`src/hdl/pwv_pkg.sv`:
```
package pwv_pkg;

	localparam int NOTE_W     = 7;
	localparam int PHASE_W    = 32;
	localparam int WAVE_W     = 2;
	localparam int DEPTH_W    = 7;
	localparam int ATK_W      = 6;
	localparam int CUT_W      = 11;
	localparam int ENV_W      = 11;
	localparam int FILT_W     = 12;
	localparam int SAMPLE_W   = 8;
	localparam int COUNT_W    = 4;
	localparam int CFG_IDX_W  = 4;
	localparam int CFG_DATA_W = 16;
	localparam int QUO_W      = 23;

	localparam logic [ENV_W-1:0]   ENV_MAX    = 11'd1024;
	localparam logic [ENV_W-1:0]   ENV_REL    = 11'd10;
	localparam logic [PHASE_W-1:0] LFO_STEP   = 32'd12000;
	// floor(2^41 / 1000); the estimate is low by at most one.
	localparam logic [PHASE_W-1:0] RECIP_1000 = 32'd2199023255;
	localparam int                 RECIP_SH   = 41;
	localparam logic [9:0]         DIV_1000   = 10'd1000;

	localparam logic [CFG_IDX_W-1:0] REG_WAVEFORM = 4'd0;
	localparam logic [CFG_IDX_W-1:0] REG_WOBBLE   = 4'd1;
	localparam logic [CFG_IDX_W-1:0] REG_ATTACK   = 4'd2;
	localparam logic [CFG_IDX_W-1:0] REG_CUTOFF   = 4'd3;

	localparam logic [WAVE_W-1:0]  WAVE_RESET   = 2'd0;
	localparam logic [DEPTH_W-1:0] DEPTH_RESET  = 7'd0;
	localparam logic [ATK_W-1:0]   ATK_RESET    = 6'd12;
	localparam logic [CUT_W-1:0]   CUT_RESET    = 11'd650;

	typedef enum logic [1:0] {
		CMD_TICK     = 2'd0,
		CMD_NOTE_ON  = 2'd1,
		CMD_NOTE_OFF = 2'd2,
		CMD_NONE     = 2'd3
	} cmd_code_t;

	typedef enum logic [1:0] {
		SHAPE_SINE  = 2'd0,
		SHAPE_PULSE = 2'd1,
		SHAPE_TRI   = 2'd2,
		SHAPE_RAMP  = 2'd3
	} wave_t;

	typedef enum logic [3:0] {
		ST_IDLE, ST_LFO, ST_ENV, ST_RECIP, ST_QFIX, ST_WOB, ST_PHASE, ST_SHAPE,
		ST_ACC, ST_DIVLD, ST_DIV, ST_FMUL, ST_FOUT
	} state_t;

	typedef enum logic [3:0] {
		OP_NONE, OP_NOTE_ON, OP_NOTE_OFF, OP_LFO, OP_ENV, OP_RECIP, OP_QFIX,
		OP_WOB, OP_PHASE, OP_SHAPE, OP_ACC, OP_DIV_LOAD, OP_DIV_STEP,
		OP_FILT_MUL, OP_FILT_OUT
	} dp_op_t;

	typedef struct packed {
		dp_op_t op;
	} dp_cmd_t;

	typedef struct packed {
		logic voice_live;
		logic last_voice;
		logic div_last;
		logic out_free;
	} dp_stat_t;

	// 127*sin(k*pi/128) truncated, k = 0..64
	localparam logic [6:0] QSINE [0:64] = '{
		7'd0, 7'd3, 7'd6, 7'd9, 7'd12, 7'd15, 7'd18, 7'd21,
		7'd24, 7'd27, 7'd30, 7'd33, 7'd36, 7'd39, 7'd42, 7'd45,
		7'd48, 7'd51, 7'd54, 7'd57, 7'd59, 7'd62, 7'd65, 7'd67,
		7'd70, 7'd73, 7'd75, 7'd78, 7'd80, 7'd82, 7'd85, 7'd87,
		7'd89, 7'd91, 7'd94, 7'd96, 7'd98, 7'd100, 7'd102, 7'd103,
		7'd105, 7'd107, 7'd108, 7'd110, 7'd112, 7'd113, 7'd114, 7'd116,
		7'd117, 7'd118, 7'd119, 7'd120, 7'd121, 7'd122, 7'd123, 7'd123,
		7'd124, 7'd125, 7'd125, 7'd126, 7'd126, 7'd126, 7'd126, 7'd126,
		7'd127
	};

	// Signed sine sample from the quarter-wave ROM, in -127..127.
	function automatic logic signed [7:0] sine_sample(input logic [7:0] idx);
		logic [6:0] k;
		logic [6:0] m;
		logic [7:0] mag;
		k = idx[6:0];
		m = (k <= 7'd64) ? k : 7'(8'd128 - {1'b0, k});
		mag = {1'b0, QSINE[m]};
		if (!idx[7])
			sine_sample = $signed(mag);
		else if (m == 7'd0)
			sine_sample = 8'sd0;
		else if (m == 7'd64)
			sine_sample = -8'sd127;
		else
			sine_sample = $signed(8'(~mag));
	endfunction

	function automatic logic signed [7:0] wave_sample(input logic [1:0] sel,
			input logic [7:0] idx);
		logic [14:0] tx;
		logic [32:0] tp;
		logic [11:0] sx;
		logic [27:0] sp;
		logic [8:0]  q;
		logic signed [9:0] r;
		tx = 15'(idx[6:0]) * 15'd240;
		tp = 33'(tx) * 33'd132105;
		sx = {idx, 4'b0000};
		sp = 28'(sx) * 28'd61681;
		q = 9'd0;
		r = 10'sd0;
		case (sel)
			SHAPE_SINE: r = 10'(sine_sample(idx));
			SHAPE_PULSE: r = idx[7] ? -10'sd120 : 10'sd120;
			SHAPE_TRI: begin
				q = {1'b0, tp[31:24]};
				r = idx[7] ? 10'sd120 - $signed({1'b0, q}) : $signed({1'b0, q}) - 10'sd120;
			end
			SHAPE_RAMP: begin
				q = {1'b0, sp[27:20]};
				r = $signed({1'b0, q}) - 10'sd120;
			end
			default: r = 10'sd0;
		endcase
		wave_sample = r[7:0];
	endfunction

endpackage

```
`src/hdl/pwv_if.sv`:
```
interface pwv_cmd_if;
	logic                           valid;
	logic                           ready;
	logic [1:0]                     command;
	logic [pwv_pkg::NOTE_W-1:0]     note;
	logic [pwv_pkg::PHASE_W-1:0]    phase_step;
	modport source (output valid, command, note, phase_step, input ready);
	modport sink (input valid, command, note, phase_step, output ready);
endinterface

interface pwv_res_if;
	logic                           valid;
	logic                           ready;
	logic [pwv_pkg::SAMPLE_W-1:0]   sample;
	logic [pwv_pkg::COUNT_W-1:0]    voices_sounding;
	modport source (output valid, sample, voices_sounding, input ready);
	modport sink (input valid, sample, voices_sounding, output ready);
endinterface

interface pwv_cfg_if;
	logic                           valid;
	logic                           ready;
	logic [pwv_pkg::CFG_IDX_W-1:0]  index;
	logic [pwv_pkg::CFG_DATA_W-1:0] data;
	modport source (output valid, index, data, input ready);
	modport sink (input valid, index, data, output ready);
endinterface

```
`src/hdl/pwv_ctrl.sv`:
```
module pwv_ctrl (
	input  logic              clk,
	input  logic              arst_n,
	input  logic              in_valid,
	input  logic [1:0]        in_command,
	output logic              in_ready,
	input  pwv_pkg::dp_stat_t stat,
	output pwv_pkg::dp_cmd_t  cmd
);

	pwv_pkg::state_t state_q, state_d;

	always_ff @(posedge clk or negedge arst_n) begin
		if (!arst_n)
			state_q <= pwv_pkg::ST_IDLE;
		else
			state_q <= state_d;
	end

	always_comb begin
		state_d = state_q;
		in_ready = 1'b0;
		cmd.op = pwv_pkg::OP_NONE;
		case (state_q)
			pwv_pkg::ST_IDLE: begin
				in_ready = 1'b1;
				if (in_valid) begin
					case (in_command)
						pwv_pkg::CMD_TICK: state_d = pwv_pkg::ST_LFO;
						pwv_pkg::CMD_NOTE_ON: cmd.op = pwv_pkg::OP_NOTE_ON;
						pwv_pkg::CMD_NOTE_OFF: cmd.op = pwv_pkg::OP_NOTE_OFF;
						default: cmd.op = pwv_pkg::OP_NONE;
					endcase
				end
			end
			pwv_pkg::ST_LFO: begin
				cmd.op = pwv_pkg::OP_LFO;
				state_d = pwv_pkg::ST_ENV;
			end
			pwv_pkg::ST_ENV: begin
				cmd.op = pwv_pkg::OP_ENV;
				if (stat.voice_live)
					state_d = pwv_pkg::ST_RECIP;
				else if (stat.last_voice)
					state_d = pwv_pkg::ST_DIVLD;
			end
			pwv_pkg::ST_RECIP: begin
				cmd.op = pwv_pkg::OP_RECIP;
				state_d = pwv_pkg::ST_QFIX;
			end
			pwv_pkg::ST_QFIX: begin
				cmd.op = pwv_pkg::OP_QFIX;
				state_d = pwv_pkg::ST_WOB;
			end
			pwv_pkg::ST_WOB: begin
				cmd.op = pwv_pkg::OP_WOB;
				state_d = pwv_pkg::ST_PHASE;
			end
			pwv_pkg::ST_PHASE: begin
				cmd.op = pwv_pkg::OP_PHASE;
				state_d = pwv_pkg::ST_SHAPE;
			end
			pwv_pkg::ST_SHAPE: begin
				cmd.op = pwv_pkg::OP_SHAPE;
				state_d = pwv_pkg::ST_ACC;
			end
			pwv_pkg::ST_ACC: begin
				cmd.op = pwv_pkg::OP_ACC;
				state_d = stat.last_voice ? pwv_pkg::ST_DIVLD : pwv_pkg::ST_ENV;
			end
			pwv_pkg::ST_DIVLD: begin
				cmd.op = pwv_pkg::OP_DIV_LOAD;
				state_d = pwv_pkg::ST_DIV;
			end
			pwv_pkg::ST_DIV: begin
				cmd.op = pwv_pkg::OP_DIV_STEP;
				if (stat.div_last)
					state_d = pwv_pkg::ST_FMUL;
			end
			pwv_pkg::ST_FMUL: begin
				cmd.op = pwv_pkg::OP_FILT_MUL;
				state_d = pwv_pkg::ST_FOUT;
			end
			pwv_pkg::ST_FOUT: begin
				// Wait here until the output register can take the sample.
				if (stat.out_free) begin
					cmd.op = pwv_pkg::OP_FILT_OUT;
					state_d = pwv_pkg::ST_IDLE;
				end
			end
			default: state_d = pwv_pkg::ST_IDLE;
		endcase
	end

endmodule

```
`src/hdl/pwv_datapath.sv`:
```
module pwv_datapath #(
	parameter int VOICES = 8
) (
	input  logic                           clk,
	input  logic                           arst_n,
	input  pwv_pkg::dp_cmd_t               cmd,
	output pwv_pkg::dp_stat_t              stat,
	input  logic [pwv_pkg::NOTE_W-1:0]     in_note,
	input  logic [pwv_pkg::PHASE_W-1:0]    in_step,
	input  logic                           cfg_we,
	input  logic [pwv_pkg::CFG_IDX_W-1:0]  cfg_index,
	input  logic [pwv_pkg::CFG_DATA_W-1:0] cfg_data,
	output logic                           res_valid,
	input  logic                           res_ready,
	output logic [pwv_pkg::SAMPLE_W-1:0]   res_sample,
	output logic [pwv_pkg::COUNT_W-1:0]    res_count
);

	localparam int VW  = (VOICES > 1) ? $clog2(VOICES) : 1;
	localparam int CW  = $clog2(VOICES + 1);
	localparam int MW  = 8 + CW;
	localparam int DCW = $clog2(MW);

	logic                          active_q [VOICES];
	logic                          gate_q   [VOICES];
	logic [pwv_pkg::NOTE_W-1:0]    note_q   [VOICES];
	logic [pwv_pkg::PHASE_W-1:0]   phase_q  [VOICES];
	logic [pwv_pkg::PHASE_W-1:0]   step_q   [VOICES];
	logic [pwv_pkg::ENV_W-1:0]     env_q    [VOICES];

	logic [pwv_pkg::PHASE_W-1:0]   lfo_q;
	logic signed [pwv_pkg::FILT_W-1:0] filt_q;
	logic [pwv_pkg::WAVE_W-1:0]    wave_q;
	logic [pwv_pkg::DEPTH_W-1:0]   depth_q;
	logic [pwv_pkg::ATK_W-1:0]     atk_q;
	logic [pwv_pkg::CUT_W-1:0]     cut_q;

	logic [VW-1:0]                 vidx_q;
	logic signed [7:0]             wob_q;
	logic [pwv_pkg::QUO_W-1:0]     prod_q;
	logic [pwv_pkg::QUO_W-1:0]     q0_q;
	logic [pwv_pkg::PHASE_W-1:0]   chk_q;
	logic [pwv_pkg::QUO_W-1:0]     quo_q;
	logic [pwv_pkg::PHASE_W-1:0]   qw_q;
	logic signed [18:0]            sp_q;
	logic signed [MW-1:0]          mix_q;
	logic [CW-1:0]                 cnt_q;
	logic [MW-1:0]                 dq_q;
	logic [CW-1:0]                 rem_q;
	logic [DCW-1:0]                dcnt_q;
	logic                          neg_q;
	logic signed [27:0]            fprod_q;
	logic                          res_valid_q;
	logic [pwv_pkg::SAMPLE_W-1:0]  res_sample_q;
	logic [pwv_pkg::COUNT_W-1:0]   res_count_q;

	// Note lookup over all voices.
	logic          hit;
	logic [VW-1:0] hit_idx;
	logic [VW-1:0] free_idx;

	always_comb begin
		hit = 1'b0;
		hit_idx = '0;
		free_idx = '0;
		for (int i = VOICES - 1; i >= 0; i--) begin
			if (active_q[i] && note_q[i] == in_note) begin
				hit = 1'b1;
				hit_idx = VW'(i);
			end
			if (!active_q[i])
				free_idx = VW'(i);
		end
	end

	// Current voice.
	logic [pwv_pkg::PHASE_W-1:0] step_cur, phase_cur;
	logic [pwv_pkg::ENV_W-1:0]   env_cur, env_up;
	logic [pwv_pkg::ENV_W:0]     env_sum;
	logic                        live, last;

	assign step_cur  = step_q[vidx_q];
	assign phase_cur = phase_q[vidx_q];
	assign env_cur   = env_q[vidx_q];
	assign env_sum   = {1'b0, env_cur} + {{(pwv_pkg::ENV_W + 1 - pwv_pkg::ATK_W){1'b0}}, atk_q};
	assign env_up    = (env_sum > {1'b0, pwv_pkg::ENV_MAX}) ? pwv_pkg::ENV_MAX
		: env_sum[pwv_pkg::ENV_W-1:0];
	assign live = active_q[vidx_q] && (gate_q[vidx_q] || env_cur > pwv_pkg::ENV_REL);
	assign last = (vidx_q == VW'(VOICES - 1));

	// LFO and wobble.
	logic [pwv_pkg::PHASE_W-1:0] lfo_next;
	logic signed [7:0]           lfo_s;
	logic signed [15:0]          lfo_p, lfo_pa;
	assign lfo_next = lfo_q + pwv_pkg::LFO_STEP;
	assign lfo_s    = pwv_pkg::sine_sample(lfo_next[31:24]);
	assign lfo_p    = lfo_s * $signed({1'b0, depth_q});
	assign lfo_pa   = lfo_p[15] ? lfo_p + 16'sd127 : lfo_p;

	// Divide by 1000 and bend.
	logic [63:0]                 recip_p;
	logic [pwv_pkg::PHASE_W-1:0] rem1000;
	logic [pwv_pkg::PHASE_W-1:0] wob_ext;
	assign recip_p = 64'(step_cur) * 64'(pwv_pkg::RECIP_1000);
	assign rem1000 = step_cur - chk_q;
	assign wob_ext = {{(pwv_pkg::PHASE_W - 8){wob_q[7]}}, wob_q};

	// Shape and scale.
	logic signed [7:0]  wav;
	logic signed [18:0] sp_adj;
	logic signed [18:0] sc_full;
	assign wav     = pwv_pkg::wave_sample(wave_q, phase_cur[31:24]);
	assign sp_adj  = sp_q[18] ? sp_q + 19'sd1023 : sp_q;
	assign sc_full = sp_adj >>> 10;

	// Divider step.
	logic [CW:0]   trial;
	logic          ge;
	logic [MW-1:0] mag;
	assign trial = {rem_q, dq_q[MW-1]};
	assign ge    = (trial >= {1'b0, cnt_q});
	assign mag   = mix_q[MW-1] ? MW'(-mix_q) : MW'(mix_q);

	// Filter.
	logic signed [MW-1:0] quo_s, mixf;
	logic signed [15:0]   diff;
	logic signed [27:0]   fadj_full;
	logic signed [18:0]   ysum;
	logic signed [pwv_pkg::FILT_W-1:0] ysat;
	logic signed [12:0]   outv;
	logic [pwv_pkg::SAMPLE_W-1:0] outc;
	assign quo_s = neg_q ? $signed(MW'(-dq_q)) : $signed(dq_q);
	assign mixf  = (cnt_q > CW'(1)) ? quo_s : mix_q;
	assign diff  = {{(16 - MW){mixf[MW-1]}}, mixf} - {{4{filt_q[pwv_pkg::FILT_W-1]}}, filt_q};
	assign fadj_full = (fprod_q[27] ? fprod_q + 28'sd1023 : fprod_q) >>> 10;
	assign ysum = {{7{filt_q[pwv_pkg::FILT_W-1]}}, filt_q} + fadj_full[18:0];

	always_comb begin
		if (ysum > 19'sd2047)
			ysat = 12'sd2047;
		else if (ysum < -19'sd2048)
			ysat = -12'sd2048;
		else
			ysat = ysum[pwv_pkg::FILT_W-1:0];
		outv = {ysat[pwv_pkg::FILT_W-1], ysat} + 13'sd128;
		if (outv < 13'sd0)
			outc = '0;
		else if (outv > 13'sd255)
			outc = '1;
		else
			outc = outv[pwv_pkg::SAMPLE_W-1:0];
	end

	always_ff @(posedge clk or negedge arst_n) begin
		if (!arst_n) begin
			for (int i = 0; i < VOICES; i++) begin
				active_q[i] <= 1'b0;
				gate_q[i]   <= 1'b0;
				note_q[i]   <= '0;
				phase_q[i]  <= '0;
				step_q[i]   <= '0;
				env_q[i]    <= '0;
			end
			lfo_q       <= '0;
			filt_q      <= '0;
			wave_q      <= pwv_pkg::WAVE_RESET;
			depth_q     <= pwv_pkg::DEPTH_RESET;
			atk_q       <= pwv_pkg::ATK_RESET;
			cut_q       <= pwv_pkg::CUT_RESET;
			vidx_q      <= '0;
			cnt_q       <= '0;
			dcnt_q      <= '0;
			res_valid_q <= 1'b0;
		end else begin
			if (cfg_we) begin
				case (cfg_index)
					pwv_pkg::REG_WAVEFORM: wave_q <= cfg_data[pwv_pkg::WAVE_W-1:0];
					pwv_pkg::REG_WOBBLE: depth_q <= cfg_data[pwv_pkg::DEPTH_W-1:0];
					pwv_pkg::REG_ATTACK: atk_q <= cfg_data[pwv_pkg::ATK_W-1:0];
					pwv_pkg::REG_CUTOFF: cut_q <= cfg_data[pwv_pkg::CUT_W-1:0];
					default: ;
				endcase
			end
			if (cmd.op == pwv_pkg::OP_FILT_OUT)
				res_valid_q <= 1'b1;
			else if (res_valid_q && res_ready)
				res_valid_q <= 1'b0;
			case (cmd.op)
				pwv_pkg::OP_NOTE_ON: begin
					if (hit) begin
						gate_q[hit_idx] <= 1'b1;
					end else begin
						active_q[free_idx] <= 1'b1;
						gate_q[free_idx]   <= 1'b1;
						note_q[free_idx]   <= in_note;
						phase_q[free_idx]  <= '0;
						step_q[free_idx]   <= in_step;
						env_q[free_idx]    <= '0;
					end
				end
				pwv_pkg::OP_NOTE_OFF: begin
					if (hit)
						gate_q[hit_idx] <= 1'b0;
				end
				pwv_pkg::OP_LFO: begin
					lfo_q  <= lfo_next;
					wob_q  <= lfo_pa[14:7];
					vidx_q <= '0;
					cnt_q  <= '0;
					mix_q  <= '0;
				end
				pwv_pkg::OP_ENV: begin
					if (active_q[vidx_q]) begin
						if (gate_q[vidx_q]) begin
							env_q[vidx_q] <= env_up;
						end else if (env_cur > pwv_pkg::ENV_REL) begin
							env_q[vidx_q] <= env_cur - pwv_pkg::ENV_REL;
						end else begin
							env_q[vidx_q]    <= '0;
							active_q[vidx_q] <= 1'b0;
						end
					end
					if (!live)
						vidx_q <= vidx_q + VW'(1);
					prod_q <= recip_p[pwv_pkg::RECIP_SH +: pwv_pkg::QUO_W];
				end
				pwv_pkg::OP_RECIP: begin
					q0_q  <= prod_q;
					chk_q <= 32'(prod_q) * 32'(pwv_pkg::DIV_1000);
				end
				pwv_pkg::OP_QFIX: begin
					quo_q <= q0_q + pwv_pkg::QUO_W'(rem1000 >= 32'(pwv_pkg::DIV_1000));
				end
				pwv_pkg::OP_WOB: begin
					qw_q <= 32'({{(pwv_pkg::PHASE_W - pwv_pkg::QUO_W){1'b0}}, quo_q} * wob_ext);
				end
				pwv_pkg::OP_PHASE: begin
					phase_q[vidx_q] <= phase_cur + step_cur + qw_q;
				end
				pwv_pkg::OP_SHAPE: begin
					sp_q <= wav * $signed({1'b0, env_cur});
				end
				pwv_pkg::OP_ACC: begin
					mix_q  <= mix_q + {{(MW - 9){sc_full[8]}}, sc_full[8:0]};
					cnt_q  <= cnt_q + CW'(1);
					vidx_q <= vidx_q + VW'(1);
				end
				pwv_pkg::OP_DIV_LOAD: begin
					neg_q  <= mix_q[MW-1];
					dq_q   <= mag;
					rem_q  <= '0;
					dcnt_q <= DCW'(MW - 1);
				end
				pwv_pkg::OP_DIV_STEP: begin
					rem_q  <= ge ? CW'(trial - {1'b0, cnt_q}) : trial[CW-1:0];
					dq_q   <= {dq_q[MW-2:0], ge};
					dcnt_q <= dcnt_q - DCW'(1);
				end
				pwv_pkg::OP_FILT_MUL: begin
					fprod_q <= diff * $signed({1'b0, cut_q});
				end
				pwv_pkg::OP_FILT_OUT: begin
					filt_q       <= ysat;
					res_sample_q <= outc;
					res_count_q  <= pwv_pkg::COUNT_W'(cnt_q);
				end
				default: ;
			endcase
		end
	end

	assign stat.voice_live = live;
	assign stat.last_voice = last;
	assign stat.div_last   = (dcnt_q == '0);
	assign stat.out_free   = !res_valid_q || res_ready;

	assign res_valid  = res_valid_q;
	assign res_sample = res_sample_q;
	assign res_count  = res_count_q;

	a_count_range: assert property (@(posedge clk) disable iff (!arst_n)
		cnt_q <= CW'(VOICES))
		else $error("voice count exceeds the number of voices");

	a_env_range: assert property (@(posedge clk) disable iff (!arst_n)
		env_q[vidx_q] <= pwv_pkg::ENV_MAX)
		else $error("envelope above full scale");

	a_out_load: assert property (@(posedge clk) disable iff (!arst_n)
		cmd.op == pwv_pkg::OP_FILT_OUT |=> res_valid_q)
		else $error("finished sample did not reach the output register");

	a_out_space: assert property (@(posedge clk) disable iff (!arst_n)
		cmd.op == pwv_pkg::OP_FILT_OUT |-> (!res_valid_q || res_ready))
		else $error("output register overwritten before it was taken");

endmodule

```
`src/hdl/polyphonic_wavetable_voice_engine.sv`:
```
// Note on, note off and unknown commands are each handled in the idle state.
// A sample tick runs every voice through the shared per-voice datapath, then
// averages the mix with the bit-serial divider and filters it.
// Reset clears all voices, the LFO and the filter, and loads the register defaults.
module polyphonic_wavetable_voice_engine #(
	parameter int VOICES = 8
) (
	input logic        clk,
	input logic        arst_n,
	pwv_cmd_if.sink    cmd_ch,
	pwv_res_if.source  res_ch,
	pwv_cfg_if.sink    cfg_ch
);

	pwv_pkg::dp_cmd_t  dp_cmd;
	pwv_pkg::dp_stat_t dp_stat;

	assign cfg_ch.ready = 1'b1;

	pwv_ctrl u_ctrl (
		.clk        (clk),
		.arst_n     (arst_n),
		.in_valid   (cmd_ch.valid),
		.in_command (cmd_ch.command),
		.in_ready   (cmd_ch.ready),
		.stat       (dp_stat),
		.cmd        (dp_cmd)
	);

	pwv_datapath #(
		.VOICES (VOICES)
	) u_datapath (
		.clk        (clk),
		.arst_n     (arst_n),
		.cmd        (dp_cmd),
		.stat       (dp_stat),
		.in_note    (cmd_ch.note),
		.in_step    (cmd_ch.phase_step),
		.cfg_we     (cfg_ch.valid),
		.cfg_index  (cfg_ch.index),
		.cfg_data   (cfg_ch.data),
		.res_valid  (res_ch.valid),
		.res_ready  (res_ch.ready),
		.res_sample (res_ch.sample),
		.res_count  (res_ch.voices_sounding)
	);

endmodule

```
`src/flat_wrapper.sv`:
```
// flat-port wrapper written by rule: the top's interface ports become plain ports
module polyphonic_wavetable_voice_engine_flat 
#(
	parameter int VOICES = 8
)
  (clk, arst_n, cmd_ch_valid, cmd_ch_command, cmd_ch_note, cmd_ch_phase_step, cmd_ch_ready, res_ch_valid, res_ch_sample, res_ch_voices_sounding, res_ch_ready, cfg_ch_valid, cfg_ch_index, cfg_ch_data, cfg_ch_ready);
  pwv_cmd_if cmd_ch_i ();
  pwv_res_if res_ch_i ();
  pwv_cfg_if cfg_ch_i ();
  input logic clk;
  input logic arst_n;
  input wire logic [$bits(cmd_ch_i.valid)-1:0] cmd_ch_valid;
  input wire logic [$bits(cmd_ch_i.command)-1:0] cmd_ch_command;
  input wire logic [$bits(cmd_ch_i.note)-1:0] cmd_ch_note;
  input wire logic [$bits(cmd_ch_i.phase_step)-1:0] cmd_ch_phase_step;
  output wire logic [$bits(cmd_ch_i.ready)-1:0] cmd_ch_ready;
  output wire logic [$bits(res_ch_i.valid)-1:0] res_ch_valid;
  output wire logic [$bits(res_ch_i.sample)-1:0] res_ch_sample;
  output wire logic [$bits(res_ch_i.voices_sounding)-1:0] res_ch_voices_sounding;
  input wire logic [$bits(res_ch_i.ready)-1:0] res_ch_ready;
  input wire logic [$bits(cfg_ch_i.valid)-1:0] cfg_ch_valid;
  input wire logic [$bits(cfg_ch_i.index)-1:0] cfg_ch_index;
  input wire logic [$bits(cfg_ch_i.data)-1:0] cfg_ch_data;
  output wire logic [$bits(cfg_ch_i.ready)-1:0] cfg_ch_ready;
  assign cmd_ch_i.valid = cmd_ch_valid;
  assign cmd_ch_i.command = cmd_ch_command;
  assign cmd_ch_i.note = cmd_ch_note;
  assign cmd_ch_i.phase_step = cmd_ch_phase_step;
  assign cmd_ch_ready = cmd_ch_i.ready;
  assign res_ch_valid = res_ch_i.valid;
  assign res_ch_sample = res_ch_i.sample;
  assign res_ch_voices_sounding = res_ch_i.voices_sounding;
  assign res_ch_i.ready = res_ch_ready;
  assign cfg_ch_i.valid = cfg_ch_valid;
  assign cfg_ch_i.index = cfg_ch_index;
  assign cfg_ch_i.data = cfg_ch_data;
  assign cfg_ch_ready = cfg_ch_i.ready;
  polyphonic_wavetable_voice_engine #(.VOICES(VOICES)) u_core (.clk(clk), .arst_n(arst_n), .cmd_ch(cmd_ch_i), .res_ch(res_ch_i), .cfg_ch(cfg_ch_i));
endmodule
```
`config.mk`:
```
export PLATFORM = sky130hd
export DESIGN_NAME = polyphonic_wavetable_voice_engine_flat
export DESIGN_NICKNAME = d
export VERILOG_FILES = /design/src/hdl/pwv_pkg.sv /design/src/hdl/pwv_if.sv /design/src/hdl/pwv_ctrl.sv /design/src/hdl/pwv_datapath.sv /design/src/hdl/polyphonic_wavetable_voice_engine.sv /design/src/flat_wrapper.sv
export SDC_FILE = /design/constraint.sdc
export NUM_CORES = 2
export LEC_CHECK = 0
export ABC_AREA = 0
export ABC_CLOCK_PERIOD_IN_PS = 13300
export BUFFER_PORTS_ARGS = -buffer_cell sky130_fd_sc_hd__buf_2
export CORE_ASPECT_RATIO = 0.7
export CORE_MARGIN = 1
export CORE_UTILIZATION = 60
export CTS_BUF_LIST = sky130_fd_sc_hd__clkbuf_16
export CTS_CLUSTER_DIAMETER = 200
export CTS_CLUSTER_SIZE = 25
export DETAILED_ROUTE_END_ITERATION = 10
export PLACE_DENSITY = 0.79
export SYNTH_ARGS = -nofsm -noshare
export SYNTH_HDL_FRONTEND = slang
export SYNTH_HIERARCHICAL = 1
export SYNTH_SLANG_ARGS = --single-unit
```
`constraint.sdc`:
```
create_clock -name clk -period 13.3 [get_ports clk]
set_input_delay 1.33 -clock clk [delete_from_list [all_inputs] [get_ports clk]]
set_output_delay 1.33 -clock clk [all_outputs]
set_load 0.1 [all_outputs]
```
==> results.sh <==
export IMPL_synth_nets=10896
export IMPL_synthToLayoutAreaGrowth_pct=4.73
export IMPL_ctsRootBufferMaster="clkbuf_16"
export IMPL_yosysUniqueCellTypes=117
export IMPL_synth_largest_area_cell="dfrtp_1"
export IMPL_skew_ps=77.9
export IMPL_multiInputGateArea_um2=58100
export IMPL_status="finished, final reports clean"
export IMPL_cts_sinks=974
export IMPL_synthTopCellsByCount="inv_1 (1409), ha_1 (913), fa_1 (868)"
export IMPL_fin_tns_setup_ps=0
export IMPL_die_h_um=326
export IMPL_yosys_warnings=6
export IMPL_syn_inst=9049
export IMPL_synth_area_um2=90200
export IMPL_first_iter_violations=8189
export IMPL_critPathSlowestCell="fa_1"
export IMPL_dieArea_um2=152000
export IMPL_core_area_um2=149000
export IMPL_path_common_cell="ha_1"
export IMPL_min_period_over_period_pct=95.6
export IMPL_ios=81
export IMPL_cp_max_fo=15
export IMPL_dr_pass1_iters=7
export IMPL_num_vias=68588
export IMPL_start_util_pct=60.8
export IMPL_crit_arrival_ps=13200
export IMPL_finalHoldViolCount=0
export IMPL_hpwl_um=184000
export IMPL_cts_path_max_buffers=3
export IMPL_rows=118
export IMPL_drc=0
export IMPL_ys_ff_latch=974
export IMPL_h_tree_depth=2
export IMPL_grt_pass1_wl_um=392000
export IMPL_hold_class="flip-flop to flip-flop"
export IMPL_gp_congestion=0.955
export IMPL_clkTransAtPathRegs_ps=110
export IMPL_maxSlewHeadroom_pct=0.978
export IMPL_seqCellArea_um2=25500
export IMPL_worstSetupPathType="flip-flop to flip-flop"
export IMPL_seq_area_frac_synth_pct=28.2
export IMPL_fill_cells=11737
export IMPL_holdBufCountCts=0
export IMPL_max_freq_mhz=78.6
export IMPL_numCtsBuffers=46
export IMPL_endpoint_kind="flip-flop"
export IMPL_wl_per_cell_um=22.6
export IMPL_grt_max_degree=183
export IMPL_max_cap_violations=0
export IMPL_final_antenna_net_count=0
export IMPL_finish_utilization_pct=63.6
export IMPL_layout_nets=10811
export IMPL_synth_enable_flop_cells=221
export IMPL_die_w_um=466
export IMPL_setup_viol=0
export IMPL_yosysMostFrequentCell="inv_1"
export IMPL_clk_latency_ps=710
export IMPL_vias_per_cell=6.25
export IMPL_portBuffers=74
export IMPL_grt_pass1_vias=69185
export IMPL_cp_required_ps=13780
export IMPL_tightest_slew_ps=1490
export IMPL_yosysTopAreaCellShare_pct=20.7
export IMPL_synthArstFlopShare_pct=77.3
export IMPL_drive_above_1_share_pct=8.37
export IMPL_cts_tree="yes"
export IMPL_min_period_ps=12720
export IMPL_cpPeakStageDelay_ps=520
export IMPL_crit_path_start_kind="flip-flop"
export IMPL_synth_main_ff_cell="dfrtp_1"
export IMPL_grt_ovfl_total=0
export IMPL_wirelength_um=248000
export IMPL_syn_mean_instance_area_um2=9.97
export IMPL_grtUsageTotal_pct=32.8
export IMPL_antenna_found_initial=13
export IMPL_synthTopCellsByArea="dfrtp_1 (21%), fa_1 (19%), ha_1 (13%)"
export IMPL_drv_slew=0
## sequential cells by signal, indices dropped and copies added, names as in the netlist, 25 cells and up
signal                     cells
u_core/u_datapath/chk_q       27
u_core/u_datapath/env_q       88
u_core/u_datapath/fprod_q     25
u_core/u_datapath/lfo_q       27
u_core/u_datapath/note_q      56
u_core/u_datapath/phase_q    256
u_core/u_datapath/qw_q        32
u_core/u_datapath/step_q     256
## cell families (layout without fill, tap and decap cells)
| kind of cell | Yosys count | after routing | synth area share, % |
|---|---|---|---|
| buffers and inverters | 1794 | 1731 | 7.65 |
| other | 1 | 10 | 0.00416 |
| xor gates and xnor gates | 415 | 415 | 4.06 |
| DFF | 974 | 974 | 28.2 |
| and+or+nand+nor | 2057 | 2057 | 11.1 |
| AOI/OAI and AO/OA | 1667 | 1667 | 12.4 |
| muxes | 359 | 359 | 4.59 |
| adders and majority gates | 1782 | 1782 | 31.9 |
## metal layers
| layer | up-vias | GRT usage, % | share of wire [%] |
|---|---|---|---|
| met5 | - | 0 | 0.0028 |
| met4 | 2 | 7.93 | 2.4 |
| met3 | 425 | 10.0 | 13 |
| met2 | 3557 | 47.5 | 43 |
| met1 | 34252 | 48.0 | 42 |
| li1 | 30352 | - | - |
## critical path: cells and delay by family, from the launching register on
family          cells  cell delay [ps]
fa+ha+maj          14             5070
compound gates     22             3440
simple gates        6             1260
buf+inv             9              950
xor+xnor            5              790
mux                 1              490
flops               1              470
## per-stage QoR
step	instance area (um^2)	setup slack (ps)	hold WS (ps)	cells
2_1_floorplan	90200	178	445	9049
3_3_place_gp	93000	195	458	10889
3_5_place_dp	93000	42.1	463	10889
4_1_cts	94400	30.3	486	10959
5_1_grt	94500	-93.3	507	10974
6_report	94500	582	487	10975
## final cells by class
| type | count | area share [%] |
|---|---|---|
| Multi-Input combinational cell | 6281 | 61.5 |
| Clock buffer | 46 | 1.22 |
| Tap cell | 1980 | 2.62 |
| Clock inverter | 24 | 0.222 |
| Antenna cell | 9 | 0.0238 |
| Sequential cell | 974 | 27.0 |
| Timing Repair Buffer | 247 | 1.87 |
| Inverter | 1414 | 5.62 |
## layout by cell type (no fill, tap or decap), drive strengths merged, types with 31 or more instances in the layout
master,instances
inv,1434
ha,913
fa,868
dfrtp,747
nand2,689
nor2,381
o21ai,343
a22oi,322
mux2,315
xnor2,302
a21oi,268
buf,246
edfxtp,221
nand3,221
and2,218
o22ai,194
xor2,112
a22o,104
nand2b,90
nor3,84
nand4,77
nor2b,77
a21o,66
clkbuf,47
and3,47
and4,42
a31oi,42
o21a,38
o21bai,37
or3,34
mux2i,32
o211ai,31
## final timing paths
kind / from / endpoint / slack, ps / cells past startpoint
worst max-delay path: u_core/u_datapath/vidx_q[0] / u_core/u_datapath/sp_q[18] / 580 / 57
worst min-delay path: u_core/u_datapath/step_q[194] / u_core/u_datapath/step_q[194] / 490 / 2
worst min register to register: u_core/u_datapath/step_q[194] / u_core/u_datapath/step_q[194] / 490 / 2
min in group asynchronous: arst_n / u_core/u_datapath/env_q[68] / 620 / 1
max in group asynchronous: arst_n / u_core/u_datapath/step_q[216] / 8840 / 5
worst max register to register: u_core/u_datapath/vidx_q[0] / u_core/u_datapath/sp_q[18] / 580 / 57
## timing repair
action                                  CTS  global route
pin swaps                                 0             7
endpoints found under the setup margin    1             6
buffers inserted                          0             6
cloned                                    0             0
gates resized for setup                   1            23
Power is not shown: default switching activity piles up to over one toggle a cycle in this logic, so the estimate is an artifact.
